`src/hw/rtl/ups_pkg.sv`:
```
// ----------------------------------------------------------------------------
// ups_pkg
// shared types, constants and character tables of the url prefix scanner
// ----------------------------------------------------------------------------
package ups_pkg;

  localparam int unsigned PosWidth  = 32;
  localparam int unsigned LenWidth  = 32;
  localparam int unsigned NodeWidth = 7;
  localparam int unsigned NodeCount = 75;
  localparam int unsigned AddrWidth = 3;

  // register word index (paddr[2])
  localparam logic RegPositionOffset = 1'b0;

  // request commands
  localparam logic CmdScan  = 1'b0;
  localparam logic CmdFlush = 1'b1;

  typedef struct packed {
    logic       command;
    logic [7:0] char_code;
  } req_t;

  typedef struct packed {
    logic [31:0] start_position;
    logic [31:0] url_length;
  } rsp_t;

  // head: first node of the sibling chain this node belongs to
  typedef struct packed {
    logic [NodeWidth-1:0] head;
    logic [NodeWidth-1:0] kid;
    logic [7:0]           ch;
  } trie_entry_t;

  typedef struct packed {
    logic                 hit;
    logic [NodeWidth-1:0] kid;
  } trie_hit_t;

  localparam trie_entry_t TrieTable [NodeCount] = '{
    '{7'd0,  7'd1,  8'h66}, '{7'd1,  7'd2,  8'h69}, '{7'd2,  7'd3,  8'h6c},
    '{7'd3,  7'd4,  8'h65}, '{7'd4,  7'd0,  8'h3a}, '{7'd1,  7'd6,  8'h74},
    '{7'd6,  7'd7,  8'h70}, '{7'd7,  7'd0,  8'h2e}, '{7'd7,  7'd0,  8'h3a},
    '{7'd7,  7'd10, 8'h73}, '{7'd10, 7'd0,  8'h3a}, '{7'd0,  7'd12, 8'h67},
    '{7'd12, 7'd13, 8'h6f}, '{7'd13, 7'd14, 8'h70}, '{7'd14, 7'd15, 8'h68},
    '{7'd15, 7'd16, 8'h65}, '{7'd16, 7'd17, 8'h72}, '{7'd17, 7'd0,  8'h3a},
    '{7'd0,  7'd19, 8'h68}, '{7'd19, 7'd20, 8'h74}, '{7'd20, 7'd21, 8'h74},
    '{7'd21, 7'd22, 8'h70}, '{7'd22, 7'd0,  8'h3a}, '{7'd22, 7'd24, 8'h73},
    '{7'd24, 7'd0,  8'h3a}, '{7'd0,  7'd26, 8'h6d}, '{7'd26, 7'd27, 8'h61},
    '{7'd27, 7'd28, 8'h69}, '{7'd28, 7'd29, 8'h6c}, '{7'd29, 7'd30, 8'h74},
    '{7'd30, 7'd31, 8'h6f}, '{7'd31, 7'd0,  8'h3a}, '{7'd26, 7'd33, 8'h6d},
    '{7'd33, 7'd34, 8'h73}, '{7'd34, 7'd0,  8'h3a}, '{7'd34, 7'd36, 8'h74},
    '{7'd36, 7'd0,  8'h3a}, '{7'd0,  7'd38, 8'h6e}, '{7'd38, 7'd39, 8'h65},
    '{7'd39, 7'd40, 8'h77}, '{7'd40, 7'd41, 8'h73}, '{7'd41, 7'd0,  8'h3a},
    '{7'd38, 7'd43, 8'h6e}, '{7'd43, 7'd44, 8'h74}, '{7'd44, 7'd45, 8'h70},
    '{7'd45, 7'd0,  8'h3a}, '{7'd0,  7'd47, 8'h70}, '{7'd47, 7'd48, 8'h72},
    '{7'd48, 7'd49, 8'h6f}, '{7'd49, 7'd50, 8'h73}, '{7'd50, 7'd51, 8'h70},
    '{7'd51, 7'd52, 8'h65}, '{7'd52, 7'd53, 8'h72}, '{7'd53, 7'd54, 8'h6f},
    '{7'd54, 7'd0,  8'h3a}, '{7'd0,  7'd56, 8'h72}, '{7'd56, 7'd57, 8'h74},
    '{7'd57, 7'd58, 8'h73}, '{7'd58, 7'd59, 8'h70}, '{7'd59, 7'd0,  8'h3a},
    '{7'd0,  7'd61, 8'h74}, '{7'd61, 7'd62, 8'h65}, '{7'd62, 7'd63, 8'h6c},
    '{7'd63, 7'd64, 8'h6e}, '{7'd64, 7'd65, 8'h65}, '{7'd65, 7'd66, 8'h74},
    '{7'd66, 7'd0,  8'h3a}, '{7'd0,  7'd68, 8'h77}, '{7'd68, 7'd69, 8'h61},
    '{7'd69, 7'd70, 8'h69}, '{7'd70, 7'd71, 8'h73}, '{7'd71, 7'd0,  8'h3a},
    '{7'd68, 7'd73, 8'h77}, '{7'd73, 7'd74, 8'h77}, '{7'd74, 7'd0,  8'h2e}
  };

  // upper case letters only
  function automatic logic [7:0] fold_char(input logic [7:0] c);
    logic [7:0] r;
    r = c;
    if (c >= 8'h41 && c <= 8'h5a) begin
      r = c | 8'h20;
    end
    return r;
  endfunction

  // controls, space, dell, high half and the listed punctuation
  function automatic logic is_sep(input logic [7:0] c);
    logic r;
    unique case (c) inside
      [8'h00:8'h20], [8'h7f:8'hff],
      8'h22, 8'h27, 8'h28, 8'h29, 8'h2a, 8'h3c, 8'h3e,
      8'h5b, 8'h5c, 8'h5d, 8'h5e, 8'h60, 8'h7b, 8'h7c, 8'h7d: begin
        r = 1'b1;
      end
      default: begin
        r = 1'b0;
      end
    endcase
    return r;
  endfunction

endpackage

```
`src/hw/rtl/ups_trie_match.sv`:
```
// ----------------------------------------------------------------------------
// ups_trie_match
// parallel compare of one folded character against a sibling chain of the trie
// ----------------------------------------------------------------------------
module ups_trie_match
  import ups_pkg::*;
(
  input  logic [NodeWidth-1:0] node_i,
  input  logic [7:0]           char_i,
  output trie_hit_t            match_o
);

  // chars inside one chain are distinct, so at most one node hits
  always_comb begin
    match_o = '0;
    for (int unsigned m = 0; m < NodeCount; m++) begin
      if (TrieTable[m].head == node_i && TrieTable[m].ch == char_i) begin
        match_o.hit = 1'b1;
        match_o.kid = match_o.kid | TrieTable[m].kid;
      end
    end
  end

endmodule

```
`src/hw/rtl/ups_scan_core.sv`:
```
// ----------------------------------------------------------------------------
// ups_scan_core
// scanner state update for one request per cycle unless a held result stalls, and the result register
// ----------------------------------------------------------------------------
module ups_scan_core
  import ups_pkg::*;
(
  input  logic                 clk_i,
  input  logic                 rst_ni,
  input  logic                 item_valid_i,
  input  req_t                 item_i,
  input  logic [31:0]          position_offset_i,
  output logic                 item_take_o,
  input  logic                 out_ready_i,
  output logic                 out_valid_o,
  output rsp_t                 out_rsp_o
);

  typedef enum logic [2:0] {
    ModeInit      = 3'd0,
    ModeSep       = 3'd1,
    ModeSkip      = 3'd2,
    ModeHeader    = 3'd3,
    ModeBodyBegin = 3'd4,
    ModeBody      = 3'd5
  } mode_e;

  mode_e                mode_q, mode_d;
  logic [NodeWidth-1:0] node_q, node_d;
  logic [PosWidth-1:0]  pos_q, pos_d;
  logic [PosWidth-1:0]  start_q, start_d;
  logic                 started_q, started_d;
  logic [LenWidth-1:0]  len_q, len_d;
  logic                 out_valid_q, out_valid_d;
  rsp_t                 rsp_q, rsp_d;

  logic [7:0] fc;
  logic       sep;
  logic       emit;
  logic       restart;
  logic       advance;
  logic [LenWidth-1:0] len_inc;
  trie_hit_t  cur_hit, root_hit;

  assign fc  = fold_char(item_i.char_code);
  assign sep = is_sep(item_i.char_code);

  ups_trie_match u_match_cur (
    .node_i  (node_q),
    .char_i  (fc),
    .match_o (cur_hit)
  );

  // a root hit is exactly a leading letter
  ups_trie_match u_match_root (
    .node_i  ('0),
    .char_i  (fc),
    .match_o (root_hit)
  );

  assign item_take_o = item_valid_i && (!out_valid_q || out_ready_i);
  assign len_inc     = (len_q == '1) ? len_q : len_q + 1'b1;

  always_comb begin
    mode_d    = mode_q;
    node_d    = node_q;
    pos_d     = pos_q;
    start_d   = start_q;
    started_d = started_q;
    len_d     = len_q;
    emit      = 1'b0;
    restart   = 1'b0;
    advance   = 1'b0;

    if (item_take_o) begin
      if (item_i.command == CmdFlush) begin
        emit = (mode_q == ModeBody);
      end else begin
        pos_d = pos_q + 1'b1;
        unique case (mode_q)
          ModeInit: begin
            if (root_hit.hit) begin
              restart = 1'b1;
            end else begin
              mode_d = sep ? ModeSep : ModeInit;
            end
          end
          ModeSep: begin
            if (!sep) begin
              if (root_hit.hit) begin
                restart = 1'b1;
              end else begin
                mode_d = ModeSkip;
              end
            end
          end
          ModeSkip: begin
            if (sep) begin
              mode_d = ModeSep;
            end
          end
          ModeHeader: begin
            if (cur_hit.hit) begin
              advance = 1'b1;
            end else if (root_hit.hit) begin
              restart = 1'b1;
            end else begin
              mode_d = ModeInit;
            end
          end
          ModeBodyBegin: begin
            if (sep) begin
              mode_d = ModeSep;
            end else begin
              len_d  = len_inc;
              mode_d = ModeBody;
            end
          end
          ModeBody: begin
            if (sep) begin
              mode_d = ModeSep;
              emit   = 1'b1;
            end else begin
              len_d = len_inc;
            end
          end
          default: begin
            mode_d = ModeInit;
          end
        endcase

        // new prefix on a leading letter, root nodes are never leaves
        if (restart) begin
          start_d   = pos_q;
          started_d = 1'b1;
          len_d     = LenWidth'(1);
          node_d    = root_hit.kid;
          mode_d    = ModeHeader;
        end

        if (advance) begin
          if (!started_q) begin
            start_d   = pos_q;
            started_d = 1'b1;
          end
          len_d = len_inc;
          if (cur_hit.kid == '0) begin
            mode_d = ModeBodyBegin;
          end else begin
            node_d = cur_hit.kid;
          end
        end
      end
    end

    out_valid_d = item_take_o ? emit : (out_valid_q && !out_ready_i);
    rsp_d       = rsp_q;
    if (emit) begin
      rsp_d.start_position = 32'(start_q) + position_offset_i;
      rsp_d.url_length     = len_q;
    end
  end

  always_ff @(posedge clk_i or negedge rst_ni) begin
    if (!rst_ni) begin
      mode_q      <= ModeInit;
      node_q      <= '0;
      pos_q       <= '0;
      start_q     <= '0;
      started_q   <= 1'b0;
      len_q       <= '0;
      out_valid_q <= 1'b0;
      rsp_q       <= '0;
    end else begin
      mode_q      <= mode_d;
      node_q      <= node_d;
      pos_q       <= pos_d;
      start_q     <= start_d;
      started_q   <= started_d;
      len_q       <= len_d;
      out_valid_q <= out_valid_d;
      rsp_q       <= rsp_d;
    end
  end

  assign out_valid_o = out_valid_q;
  assign out_rsp_o   = rsp_q;

  a_len_nonzero: assert property (@(posedge clk_i) disable iff (!rst_ni)
    out_valid_q |-> rsp_q.url_length != '0)
    else $error("result with zero length");

  a_header_started: assert property (@(posedge clk_i) disable iff (!rst_ni)
    (mode_q == ModeHeader || mode_q == ModeBodyBegin || mode_q == ModeBody) |-> started_q)
    else $error("prefix in progress without a start position");

  a_rose_from_body: assert property (@(posedge clk_i) disable iff (!rst_ni)
    $rose(out_valid_q) |-> $past(mode_q == ModeBody))
    else $error("result raised outside the body");

  a_body_len: assert property (@(posedge clk_i) disable iff (!rst_ni)
    (mode_q == ModeBodyBegin || mode_q == ModeBody) |-> len_q != '0)
    else $error("body reached with empty length");

  a_pos_step: assert property (@(posedge clk_i) disable iff (!rst_ni)
    (item_take_o && item_i.command == CmdScan) |=> pos_q == $past(pos_q) + 1'b1)
    else $error("position did not advance on a scanned byte");

endmodule

```
`src/hw/rtl/url_prefix_scanner_top.sv`:
```
// ----------------------------------------------------------------------------
// url_prefix_scanner_top
// url scanner over a byte stream, one request per cycle unless a held result stalls, apb offset register
// ----------------------------------------------------------------------------
// path: an accepted request waits in the input register and is scanned from there;
//   a result it causes is written to the core's result register at that same scan
// throughput: one request per cycle unless a held result stalls, set by the trie
//   compare and state update in the scan core
// reset: asynchronous, all control state and the offset register clear at
//   once; no clearing pass, requests are taken right after reset
module url_prefix_scanner_top
  import ups_pkg::*;
(
  input  logic                 clk_i,
  input  logic                 rst_ni,
  // request channel
  input  logic                 in_valid_i,
  output logic                 in_ready_o,
  input  req_t                 in_req_i,
  // result channel
  output logic                 out_valid_o,
  input  logic                 out_ready_i,
  output rsp_t                 out_rsp_o,
  // apb configuration port
  input  logic                 psel,
  input  logic                 penable,
  input  logic                 pwrite,
  input  logic [AddrWidth-1:0] paddr,
  input  logic [31:0]          pwdata,
  output logic [31:0]          prdata,
  output logic                 pready
);

  // input register: holds one request while the core waits on the output
  logic  in_valid_q, in_valid_d;
  req_t  in_req_q, in_req_d;
  logic  core_take;

  // configuration
  logic [31:0] offset_q, offset_d;
  logic        cfg_write;

  // a request moves in whenever the held one is empty or leaves this cycle
  assign in_ready_o = !in_valid_q || core_take;

  always_comb begin
    in_valid_d = in_valid_q;
    in_req_d   = in_req_q;
    if (in_ready_o) begin
      in_valid_d = in_valid_i;
      if (in_valid_i) begin
        in_req_d = in_req_i;
      end
    end
  end

  // write lands in the access phase; only word index zero exists
  assign pready    = 1'b1;
  assign cfg_write = psel && penable && pwrite && pready;

  always_comb begin
    offset_d = offset_q;
    if (cfg_write && paddr[2] == RegPositionOffset) begin
      offset_d = pwdata;
    end
  end

  assign prdata = (paddr[2] == RegPositionOffset) ? offset_q : '0;

  always_ff @(posedge clk_i or negedge rst_ni) begin
    if (!rst_ni) begin
      in_valid_q <= 1'b0;
      offset_q   <= '0;
    end else begin
      in_valid_q <= in_valid_d;
      offset_q   <= offset_d;
    end
  end

  always_ff @(posedge clk_i) begin
    in_req_q <= in_req_d;
  end

  // trie walk, mode state machine, position and length counters, result reg
  ups_scan_core u_core (
    .clk_i             (clk_i),
    .rst_ni            (rst_ni),
    .item_valid_i      (in_valid_q),
    .item_i            (in_req_q),
    .position_offset_i (offset_q),
    .item_take_o       (core_take),
    .out_ready_i       (out_ready_i),
    .out_valid_o       (out_valid_o),
    .out_rsp_o         (out_rsp_o)
  );

endmodule

```
`config.mk`:
```
export PLATFORM = sky130hd
export DESIGN_NAME = url_prefix_scanner_top
export DESIGN_NICKNAME = d
export VERILOG_FILES = /design/src/hw/rtl/ups_pkg.sv /design/src/hw/rtl/ups_trie_match.sv /design/src/hw/rtl/ups_scan_core.sv /design/src/hw/rtl/url_prefix_scanner_top.sv
export SDC_FILE = /design/constraint.sdc
export NUM_CORES = 1
export LEC_CHECK = 0
export ABC_AREA = 1
export ABC_CLOCK_PERIOD_IN_PS = 3900
export BUFFER_PORTS_ARGS = -buffer_cell sky130_fd_sc_hd__buf_2
export CORE_ASPECT_RATIO = 0.5
export CORE_MARGIN = 2
export CORE_UTILIZATION = 50
export DETAILED_ROUTE_END_ITERATION = 16
export PLACE_DENSITY = 0.7
export REMOVE_ABC_BUFFERS = 1
export SLEW_MARGIN = 10
export SYNTH_ARGS = -nofsm -noshare
export SYNTH_HDL_FRONTEND = slang
export SYNTH_SLANG_ARGS = --single-unit
```
`constraint.sdc`:
```
create_clock -name clk_i -period 3.9 [get_ports clk_i]
set_input_delay 0.585 -clock clk_i [delete_from_list [all_inputs] [get_ports clk_i]]
set_output_delay 0.585 -clock clk_i [all_outputs]
set_load 0.01 [all_outputs]
```
==> results of run 1 <==
[cell type report]
type | count | share of cell area (%)
clock buffers | 29 | 3.98
clock inverters | 11 | 1.18
inverters | 234 | 5.69
multi-input cells | 1426 | 44.7
flip-flops and latches | 214 | 34.9
well taps | 352 | 2.85
repair buffers | 176 | 6.72
[kinds of logic after synthesis]
group	after synthesis	share of synthesized area [%]
simple gates	1092	34.2
compound gates	224	8.99
other cells	1	0.0279
fa+ha+maj	34	3.22
xor+xnor	75	4.88
buf+inv	292	8.53
flops	214	40.1
[power groups by stage]
stage	sequential, W	clock, W	combinational, W
final	0.00288	0.00236	0.00201
after global routing	0.00293	0.00250	0.00228
after global placement	0.00290	0	0.00197
after floorplan	0.00293	0	0.00126
after CTS	0.00288	0.00241	0.00201
after detailed placement	0.00291	0	0.00200
[critical path, delay by kind of cell (launching register included)]
family / cells / cell delay [ps]
buffers and inverters: 5 / 770
AND/OR/NAND/NOR: 16 / 2090
flip-flops: 1 / 490
[path summary, 6_finish.rpt]
| check | from | to | slack [ps] | cells after the start |
|---|---|---|---|---|
| min in group clk_i | in_req_i[0] | in_req_q[0] | 220 | 1 |
| min | rst_ni | u_core.node_q[0] | 110 | 1 |
| min reg2reg | u_core.start_q[0] | u_core.start_q[0] | 470 | 2 |
| max in group asynchronous | rst_ni | offset_q[1] | 2950 | 2 |
| max reg2reg | in_req_q[7] | u_core.len_q[28] | 420 | 21 |
| max | in_req_q[7] | u_core.len_q[28] | 420 | 21 |
[registers in the layout, summed over array words and instances (netlist names)]
register            flops
u_core.start_q         32
in_valid_q              1
u_core.node_q           7
offset_q               32
u_core.mode_q           3
u_core.out_valid_o      1
u_core.out_rsp_o       64
u_core.started_q        1
in_req_q                9
u_core.len_q           32
u_core.pos_q           32
[stage by stage]
step | setup slack, ps | cells | TNS (ps) | area (um2)
2_1_floorplan | -268 | 1874 | -15360 | 13200
3_3_place_gp | 466 | 2402 | 0 | 14700
3_5_place_dp | 394 | 2402 | 0 | 14700
4_1_cts | 372 | 2442 | 0 | 15500
5_1_grt | 66.4 | 2442 | 0 | 15500
6_report | 422 | 2442 | 0 | 15500
[metal layers]
layer	vias up	GRT usage [%]	share of wire, %
met4	0	8.20	2.8
li1	6469	-	-
met2	388	44.9	45
met3	73	4.44	5.6
met1	6008	38.8	47
met5	-	0	0
[placed cells by master (no fill, tap or decap), types with 5 or more instances in the layout]
cell type	netlist	layout
edfxtp_1	9	9
nand4_1	40	40
nor2_1	317	317
o21ai_0	90	90
inv_1	222	221
buf_4	4	24
dfrtp_1	205	205
nor3_1	43	43
a31oi_1	5	5
clkbuf_16	0	22
inv_2	8	9
or2_2	6	6
ha_1	33	33
nand3_1	161	161
nor4_1	7	7
buf_12	0	6
buf_2	15	145
xnor2_1	28	28
nand2_1	495	494
a21oi_1	103	103
xor2_1	47	47
==> qor.yml, run 1 <==
clock_network:
  post_cts_resized: 0
  hold_buf_count_cts: 0
  clk_transition_reported_paths_ps: 70
  cts_tree: "built"
  clock_tree.root_cell: "clkbuf_16"
  numClockSinks: 214
  clock_tree.buffer_depth: 3
  post_cts.repair.setup_buffers: 0
  cts-buffers-inserted: 22
  h_tree_lvls: 1
  clock_insertion_delay_worst_skew_ps: 540
sta:
  max_clk_rate_mhz: 288
  grt_setup_unrepaired: "no"
  hold_viol_final: 0
  hold_slack_ps: 108
  finalSetupViolCount: 0
  final.period_utilization_pct: 89.2
  timing_worst_slew_pin_value_ps: 901
  slew_viol_final: 0
  timing.clock.skew_ps: 16.6
  min_period_ps: 3480
  max-slew-margin-rel_pct: 39.4
cells_and_area:
  multiInputGateArea_mm2: 0.00692
  num_antenna_cells: 0
  fillers: 2586
  area_growth_syn_to_layout_pct: 15.0
  post_route_cells_drive_above_1_share_pct: 12.0
  fin_nets: 2159
  seqCellArea_mm2: 0.00540
  utilization_pct: 58.6
power_and_ir_drop:
  power.density_mw_per_mm2: 468
  power.sequential.fraction_pct: 39.7
  power.leakage_nw: 8.36
  p_sw_share_pct: 34.6
  switching_power_w: 0.00250
  power.share.clock_pct: 32.5
  combPwrFrac_pct: 27.7
  intPower_w: 0.00474
  vdd_drop_max_v: 0.000274
  power_w: 0.00724
detailed_routing:
  detailroute.via_count: 12900
  route.detailed.vias_per_inst: 5.30
  routed_wirelength_mm: 39.0
  wire_per_inst_um: 16.0
  number_of_optimization_iterations_in_the_first_detailed_route_pass: 5
  dr.first_iter.drc_count: 1072
  drc_errors: 0
  ant_nets: 0
synthesis:
  synth_edf_count: 9
  yosysTopAreaCellShare_pct: 38.1
  synth.ff_latch_count: 214
  yosys_most_used_dff: "dfrtp_1"
  post-synth-top-count-cell: "nand2_1"
  synth_top_cells_by_area: "dfrtp_1 38%, nand2_1 14%, nor2_1 8.8%"
  postSynth.asyncResetShare_pct: 95.8
  area_of_the_mapped_netlist_mm2: 0.0135
  synth.yosys.warnings: 0
  ys_seq_area_share_pct: 40.1
  syn-mean-instance-area_um2: 6.97
  synthesis.instances: 1932
  synth.distinct_cells: 51
  netlist_top_cells_count: "495 x nand2_1, 317 x nor2_1, 222 x inv_1, 205 x dfrtp_1, 161 x nand3_1"
  synthDominantAreaCellType: "dfrtp_1"
floorplan:
  die_x_um: 236
  die-height_um: 120
  floorplan.initialDensity_pct: 50.9
  num_io_pins: 150
  floorplan.rows: 42
  core_area_mm2: 0.0264
  fp.dieArea_mm2: 0.0283
place:
  place.detailed.hpwl_mm: 29.3
  place_congestion: 1.02
  io_buf_count: 146
worst_setup_path:
  cp_slowest_cell: "edfxtp_1"
  crit_path_max_incr_delay_ps: 490
  crit_required_ps: 4370
  critical_path.endpoint_type: "register"
  worst_path_max_fanout: 32
  worst_ep_arrival_time_ps: 3950
  path_class: "reg -> reg"
  cp_cell_sequence: "inv_2 > nand2_1 > nor2_1 > nand2_1 > nand2_1 > nand2_1 > nand2_1 > buf_12 > nand3_1 > nor2_1 > nor2_1 > inv_2 > nor2_1 > nor2_1 > nand3_4 > nand2_4 > inv_4 > nand3_2 > buf_4 > nand3_1 > nand2_1"
  worst_setup_path_start_kind: "register"
  critical-path-top-cell-by-count: "nand2_1"
grt:
  grt.overflow.total: 0
  antenna_found_initial: 0
  grt_first_pass_wirelength_mm: 63.4
  grt_start_max_net_pins: 107
  globalRouteTotalUtil_pct: 27.8
  grt_pass1_vias: 12100
hold_path:
  worst_hold_path_type: "in -> async"
status:
  status: "finished, final reports clean"
run:
  max_cap_viol_count: 0
No activity file was read; power rests on OpenSTA's default activity.
==> run 2, diff against run 1 <==
- BUFFER_PORTS_ARGS: -buffer_cell sky130_fd_sc_hd__buf_2 -> -buffer_cell sky130_fd_sc_hd__clkbuf_2
- CORE_ASPECT_RATIO: 0.5 -> 1.1
==> qor.yml, run 2 (synthesis results as in run 1) <==
grt:
  globalRouteTotalUtil_pct: 28.1  # +0.28 points
  grt_pass1_vias: 12600  # +4.2%
  grt_start_max_net_pins: 115  # +7.5%
  grt.overflow.total: 0  # unchanged
  grt_first_pass_wirelength_mm: 64.2  # +1.3%
  antenna_found_initial: 0  # unchanged
hold_path:
  worst_hold_path_type: "in -> async"
cells_and_area:
  area_growth_syn_to_layout_pct: 16.1
  layout.cells.most_common_list: "493 x nand2_1, 316 x nor2_1, 221 x inv_1"
  num_antenna_cells: 0  # unchanged
  largest_register_ff_count: 64  # unchanged
  fin_nets: 2175  # +0.74%
  mostFrequentLayoutCell: "nand2_1"
  post_route_cells_drive_above_1_share_pct: 12.8  # +0.85 points
worst_setup_path:
  worst_ep_arrival_time_ps: 3940  # about the same
  worst_path_max_fanout: 24  # -25%
  critical_path.endpoint_type: "register"
  cp_cell_sequence: "inv_2 > nand2_1 > nor2_1 > nand2_1 > nand2_1 > nand2_1 > nand2_1 > buf_12 > nand4_2 > nor2_1 > inv_1 > nand2_1 > nor2_1 > nand3_1 > nor2_2 > nand2_1 > nand2_2 > buf_4 > nand3_2 > buf_4 > nand3_1 > nand2_1"
  crit_required_ps: 4350  # -20 ps
  crit_path_max_incr_delay_ps: 480  # about the same
  critical-path-top-cell-by-count: "nand2_1"
  worst_setup_path_start_kind: "register"
  cp_slowest_cell: "edfxtp_1"
  reg2reg_setup_slack_ps: 400  # -20 ps
  path_class: "reg -> reg"
clock_network:
  clock_insertion_delay_worst_skew_ps: 510  # -30 ps
  cts-buffers-inserted: 24  # +9.1%
  numClockSinks: 214  # unchanged
  hold_buf_count_cts: 0  # unchanged
  post_cts_resized: 0  # unchanged
  cts_tree: "built"
  h_tree_lvls: 1  # unchanged
  clock_tree.root_cell: "clkbuf_16"
  clk_transition_reported_paths_ps: 60  # about the same
  post_cts.repair.setup_buffers: 0  # unchanged
  clock_tree.buffer_depth: 3  # unchanged
floorplan:
  floorplan.rows: 62  # +48%
  die-height_um: 176  # +47%
  floorplan.initialDensity_pct: 51.2  # +0.26 points
  fp.dieArea_mm2: 0.0282  # -0.28%
  num_io_pins: 150  # unchanged
  core_area_mm2: 0.0263  # -0.51%
  die_x_um: 160  # -32%
sta:
  finalSetupViolCount: 0  # unchanged
  final.period_utilization_pct: 89.7  # +0.48 points
  setup_ws_ps: 403  # -18.6 ps
  min_period_ps: 3500  # +18.6 ps
  timing.clock.skew_ps: 24.0  # +7.39 ps
  max-slew-margin-rel_pct: 40.5  # +1.1 points
  timing_worst_slew_pin_value_ps: 885  # -16.4 ps
  hold_slack_ps: 187  # +79.7 ps
  grt_setup_unrepaired: "no"
  hold_viol_final: 0  # unchanged
  slew_viol_final: 0  # unchanged
  max_clk_rate_mhz: 286  # -0.53%
detailed_routing:
  wire_per_inst_um: 16.1  # +0.70%
  routed_wirelength_mm: 39.5  # +1.4%
  route.detailed.vias_per_inst: 5.29  # -0.13%
  ant_nets: 0  # unchanged
  drc_errors: 0  # unchanged
  number_of_optimization_iterations_in_the_first_detailed_route_pass: 5  # unchanged
  dr.first_iter.drc_count: 864  # -19%
  detailroute.via_count: 13000  # +0.61%
run:
  max_cap_viol_count: 0  # unchanged
power_and_ir_drop:
  vdd_drop_max_v: 0.000370  # +35%
  power.leakage_nw: 8.42  # +0.75%
  power.density_mw_per_mm2: 464  # -0.89%
place:
  io_buf_count: 146  # unchanged
  place.detailed.hpwl_mm: 30.1  # +2.4%
  placement.setup.worst_slack_ps: 78.8  # -315 ps
  place_congestion: 0.970  # -4.8%
status:
  status: "finished, final reports clean"
-- run 2: changes by cell type in the layout (fill, tap and decap cells not counted), sizes merged --
cell | before | now
clkbuf | 29 | 180
clkinv | 6 | 8
buf | 176 | 44
inv | 234 | 233
bufinv | 4 | 2
-- run 2: path summary, 6_finish.rpt --
kind                               startpoint                  to  cells past startpoint
min in group clk_i                in_req_i[2]         in_req_q[2]                      1
max in group asynchronous              rst_ni     u_core.len_q[9]                      2
hold reg to reg            u_core.start_q[22]  u_core.start_q[22]                      2
setup / recovery                  in_req_q[7]    u_core.len_q[13]                     22
hold / removal                         rst_ni        offset_q[11]                      1
setup reg to reg                  in_req_q[7]    u_core.len_q[13]                     22
-- run 2: power breakdown --
group,switching [W],internal [W],leakage (nW)
Clock,0.000913,0.00142,0.413
Combinational,0.00127,0.000761,5.29
Sequential,0.000286,0.00259,2.72
Total,0.00247,0.00478,8.42
-- run 2: cell type report --
cell class	instances	area, um2
Fill cell	2477	10700
Inverter	234	881
Tap cell	352	440
Multi-Input combinational cell	1426	6930
Timing Repair Buffer	190	1140
Clock buffer	34	719
Clock inverter	10	113
Sequential cell	214	5400
-- run 2: per-stage QoR --
stage / std cells / instance area, um2 / setup TNS (ps) / power, W / util [%]
4_1_cts: 2460 / 15600 / 0 / 0.00730 / 59.4
6_report: 2460 / 15600 / 0 / 0.00725 / 59.4
2_1_floorplan: 1874 / 13200 / -15360 / 0.00418 / -
3_3_place_gp: 2416 / 14800 / 0 / 0.00489 / 56.2
3_5_place_dp: 2416 / 14800 / 0 / 0.00494 / 56.2
5_1_grt: 2460 / 15600 / 0 / 0.00768 / 59.4
-- run 2: critical path, delay by kind of cell (launching register included) --
| kind | cells | cell delay (ps) |
|---|---|---|
| buf+inv | 5 | 840 |
| flops | 1 | 480 |
| simple gates | 17 | 2090 |
-- run 2: per-layer routing --
layer	global-route usage, %	wire [um]	part of all wire, %
met1	36.2	17100	43
met2	48.8	18900	48
met3	3.08	1920	4.8
met4	10.5	1550	3.9
met5	0	0	0
==> run 3, diff against run 2 <==
- CORE_UTILIZATION: 50 -> 40
- CTS_CLUSTER_DIAMETER: default -> 50
- PLACE_DENSITY: 0.7 -> default
==> qor.yml, run 3 (synthesis results as in run 1) <==
sta:
  hold_slack_ps: 126  # -61.0 ps
  min_period_ps: 3520  # +22.1 ps
  grt_setup_unrepaired: "no"
  final.period_utilization_pct: 90.2  # +0.57 points
  max_clk_rate_mhz: 284  # -0.63%
  timing.clock.skew_ps: 14.4  # -9.61 ps
  hold_viol_final: 0  # unchanged
  timing_worst_slew_pin_value_ps: 942  # +57.2 ps
  max-slew-margin-rel_pct: 37.2  # -3.3 points
  slew_viol_final: 0  # unchanged
  finalSetupViolCount: 0  # unchanged
grt:
  globalRouteTotalUtil_pct: 22.3  # -5.8 points
  met2_track_demand_over_resource_pct: 36.6  # -12 points
  grt_pass1_vias: 12200  # -3.3%
  grt_busiest_layer: "met2"
  grtUsageMet1_pct: 30.5  # -5.7 points
  use_met3_pct: 2.16  # -0.92 points
  grt_start_max_net_pins: 115  # unchanged
  antenna_found_initial: 0  # unchanged
  grt_first_pass_wirelength_mm: 62.9  # -2.0%
  grt.overflow.total: 0  # unchanged
clock_network:
  clock_tree.buffer_depth: 3  # unchanged
  post_cts.repair.setup_buffers: 0  # unchanged
  cts_tree: "built"
  h_tree_lvls: 1  # unchanged
  clock_tree.root_cell: "clkbuf_16"
  hold_buf_count_cts: 0  # unchanged
  clk_transition_reported_paths_ps: 60  # about the same
  clock_insertion_delay_worst_skew_ps: 550  # +40 ps
  numClockSinks: 214  # unchanged
  cts-buffers-inserted: 29  # +21%
floorplan:
  num_io_pins: 150  # unchanged
  floorplan.rows: 70  # +13%
  floorplan.initialDensity_pct: 40.5  # -11 points
  die-height_um: 196  # +12%
  fp.dieArea_mm2: 0.0351  # +24%
  core_area_mm2: 0.0332  # +26%
  die_x_um: 179  # +12%
cells_and_area:
  num_antenna_cells: 0  # unchanged
  area_growth_syn_to_layout_pct: 17.2
  mostFrequentLayoutCell: "nand2_1"
  fin_nets: 2167  # -0.37%
  layout.cells.most_common_list: "494 x nand2_1, 316 x nor2_1, 221 x inv_1"
  fillers: 3407  # +38%
  post_route_cells_drive_above_1_share_pct: 12.6  # -0.17 points
  largest_register_ff_count: 64  # unchanged
worst_setup_path:
  critical-path-top-delay-family: "simple AND/OR/NAND/NOR gates"
  crit_path_max_incr_delay_ps: 490  # about the same
  critical-path-top-cell-by-count: "nand2_1"
  worst_path_max_fanout: 32  # +33%
  path_class: "reg -> reg"
  worstPathBufferInverterCount: 5  # unchanged
  worst_setup_path_start_kind: "register"
  cp_cell_sequence: "inv_2 > nand2_1 > nor2_1 > nand2_1 > nand2_1 > nand2_1 > nand2_1 > buf_4 > nand3_1 > nor2_1 > nor2_1 > inv_2 > nor2_1 > nor2_1 > nand3_4 > nand2_4 > inv_4 > o21ai_4 > buf_4 > nand3_1 > nand2_1"
  crit_required_ps: 4380  # +30 ps
  worst_ep_arrival_time_ps: 4000  # +60 ps
  cp_slowest_cell: "edfxtp_1"
  critical_path.endpoint_type: "register"
detailed_routing:
  ant_nets: 0  # unchanged
  wire_per_inst_um: 15.5  # -3.6%
  routed_wirelength_mm: 39.3  # -0.59%
  route.detailed.vias_per_inst: 5.06  # -4.3%
  number_of_optimization_iterations_in_the_first_detailed_route_pass: 6  # +1
  detailroute.via_count: 12800  # -1.3%
  dr.first_iter.drc_count: 860  # -0.46%
  drc_errors: 0  # unchanged
place:
  place.detailed.hpwl_mm: 30.2  # +0.41%
  place_congestion: 0.980  # +1.0%
  io_buf_count: 146  # unchanged
status:
  status: "finished, final reports clean"
power_and_ir_drop:
  power_w: 0.00753  # +3.8%
  power.leakage_nw: 8.43  # about the same
  vdd_drop_max_v: 0.000327  # -12%
  power.density_mw_per_mm2: 477  # +2.9%
run:
  max_cap_viol_count: 0  # unchanged
hold_path:
  worst_hold_path_type: "in -> async"
run 3: per-stage QoR:
step | TNS (ps) | util (%) | setup WS (ps) | cell area (um2) | instances
final | 0 | 47.5 | 381 | 15800 | 2537
after global routing | 0 | 47.5 | 57.7 | 15800 | 2537
after CTS | 0 | 47.5 | 187 | 15800 | 2537
after floorplan | -15360 | - | -268 | 13200 | 1874
after detailed placement | 0 | 44.5 | 224 | 14800 | 2483
after global placement | 0 | 44.5 | 254 | 14800 | 2483
run 3: repair_timing:
| action | CTS | global route |
|---|---|---|
| gates resized for setup | 0 | 1 |
| endpoints found under the setup margin | 0 | 68 |
| hold endpoints to repair | 0 | 0 |
run 3: worst paths after layout:
kind	cells after the start	slack (ps)	endpoint	start
min in group clk_i	1	210	in_req_q[7]	in_req_i[7]
min reg2reg	2	470	u_core.out_rsp_o[8]	u_core.out_rsp_o[8]
max reg2reg	21	380	u_core.start_q[9]	in_req_q[7]
min	1	130	offset_q[12]	rst_ni
max in group asynchronous	2	2860	u_core.node_q[5]	rst_ni
max	21	380	u_core.start_q[9]	in_req_q[7]
run 3: area by class of cell:
cell class | count | area (um2) | area share, %
Tap cell | 432 | 541 | 3.43
Timing Repair Buffer | 177 | 1030 | 6.56
Inverter | 234 | 881 | 5.59
Clock inverter | 12 | 118 | 0.746
Sequential cell | 214 | 5400 | 34.2
Clock buffer | 42 | 875 | 5.55
Multi-Input combinational cell | 1426 | 6920 | 43.9
run 3: power by group:
part	internal [W]	switching, W	leakage, nW
Combinational	0.000747	0.00124	5.22
Sequential	0.00260	0.000303	2.72
Clock	0.00163	0.00101	0.489
run 3: per-layer routing:
layer / up-vias / routed length, um
met1: 5905 / 18100
met3: 77 / 1850
met2: 351 / 17900
met4: 0 / 1410
met5: - / 0
li1: 6515 / -
run 3: worst reg2reg max path: stages (launching register included):
cell      delay, ps
edfxtp_1        490
inv_2           100
nand2_1         120
nor2_1          160
nand2_1          60
nand2_1          60
nand2_1          50
nand2_1          70
buf_4           310
nand3_1         190
nor2_1          340
nor2_1          180
inv_2            90
nor2_1           70
nor2_1          220
nand3_4         170
nand2_4         120
inv_4            50
o21ai_4          60
buf_4           330
nand3_1         140
nand2_1          90
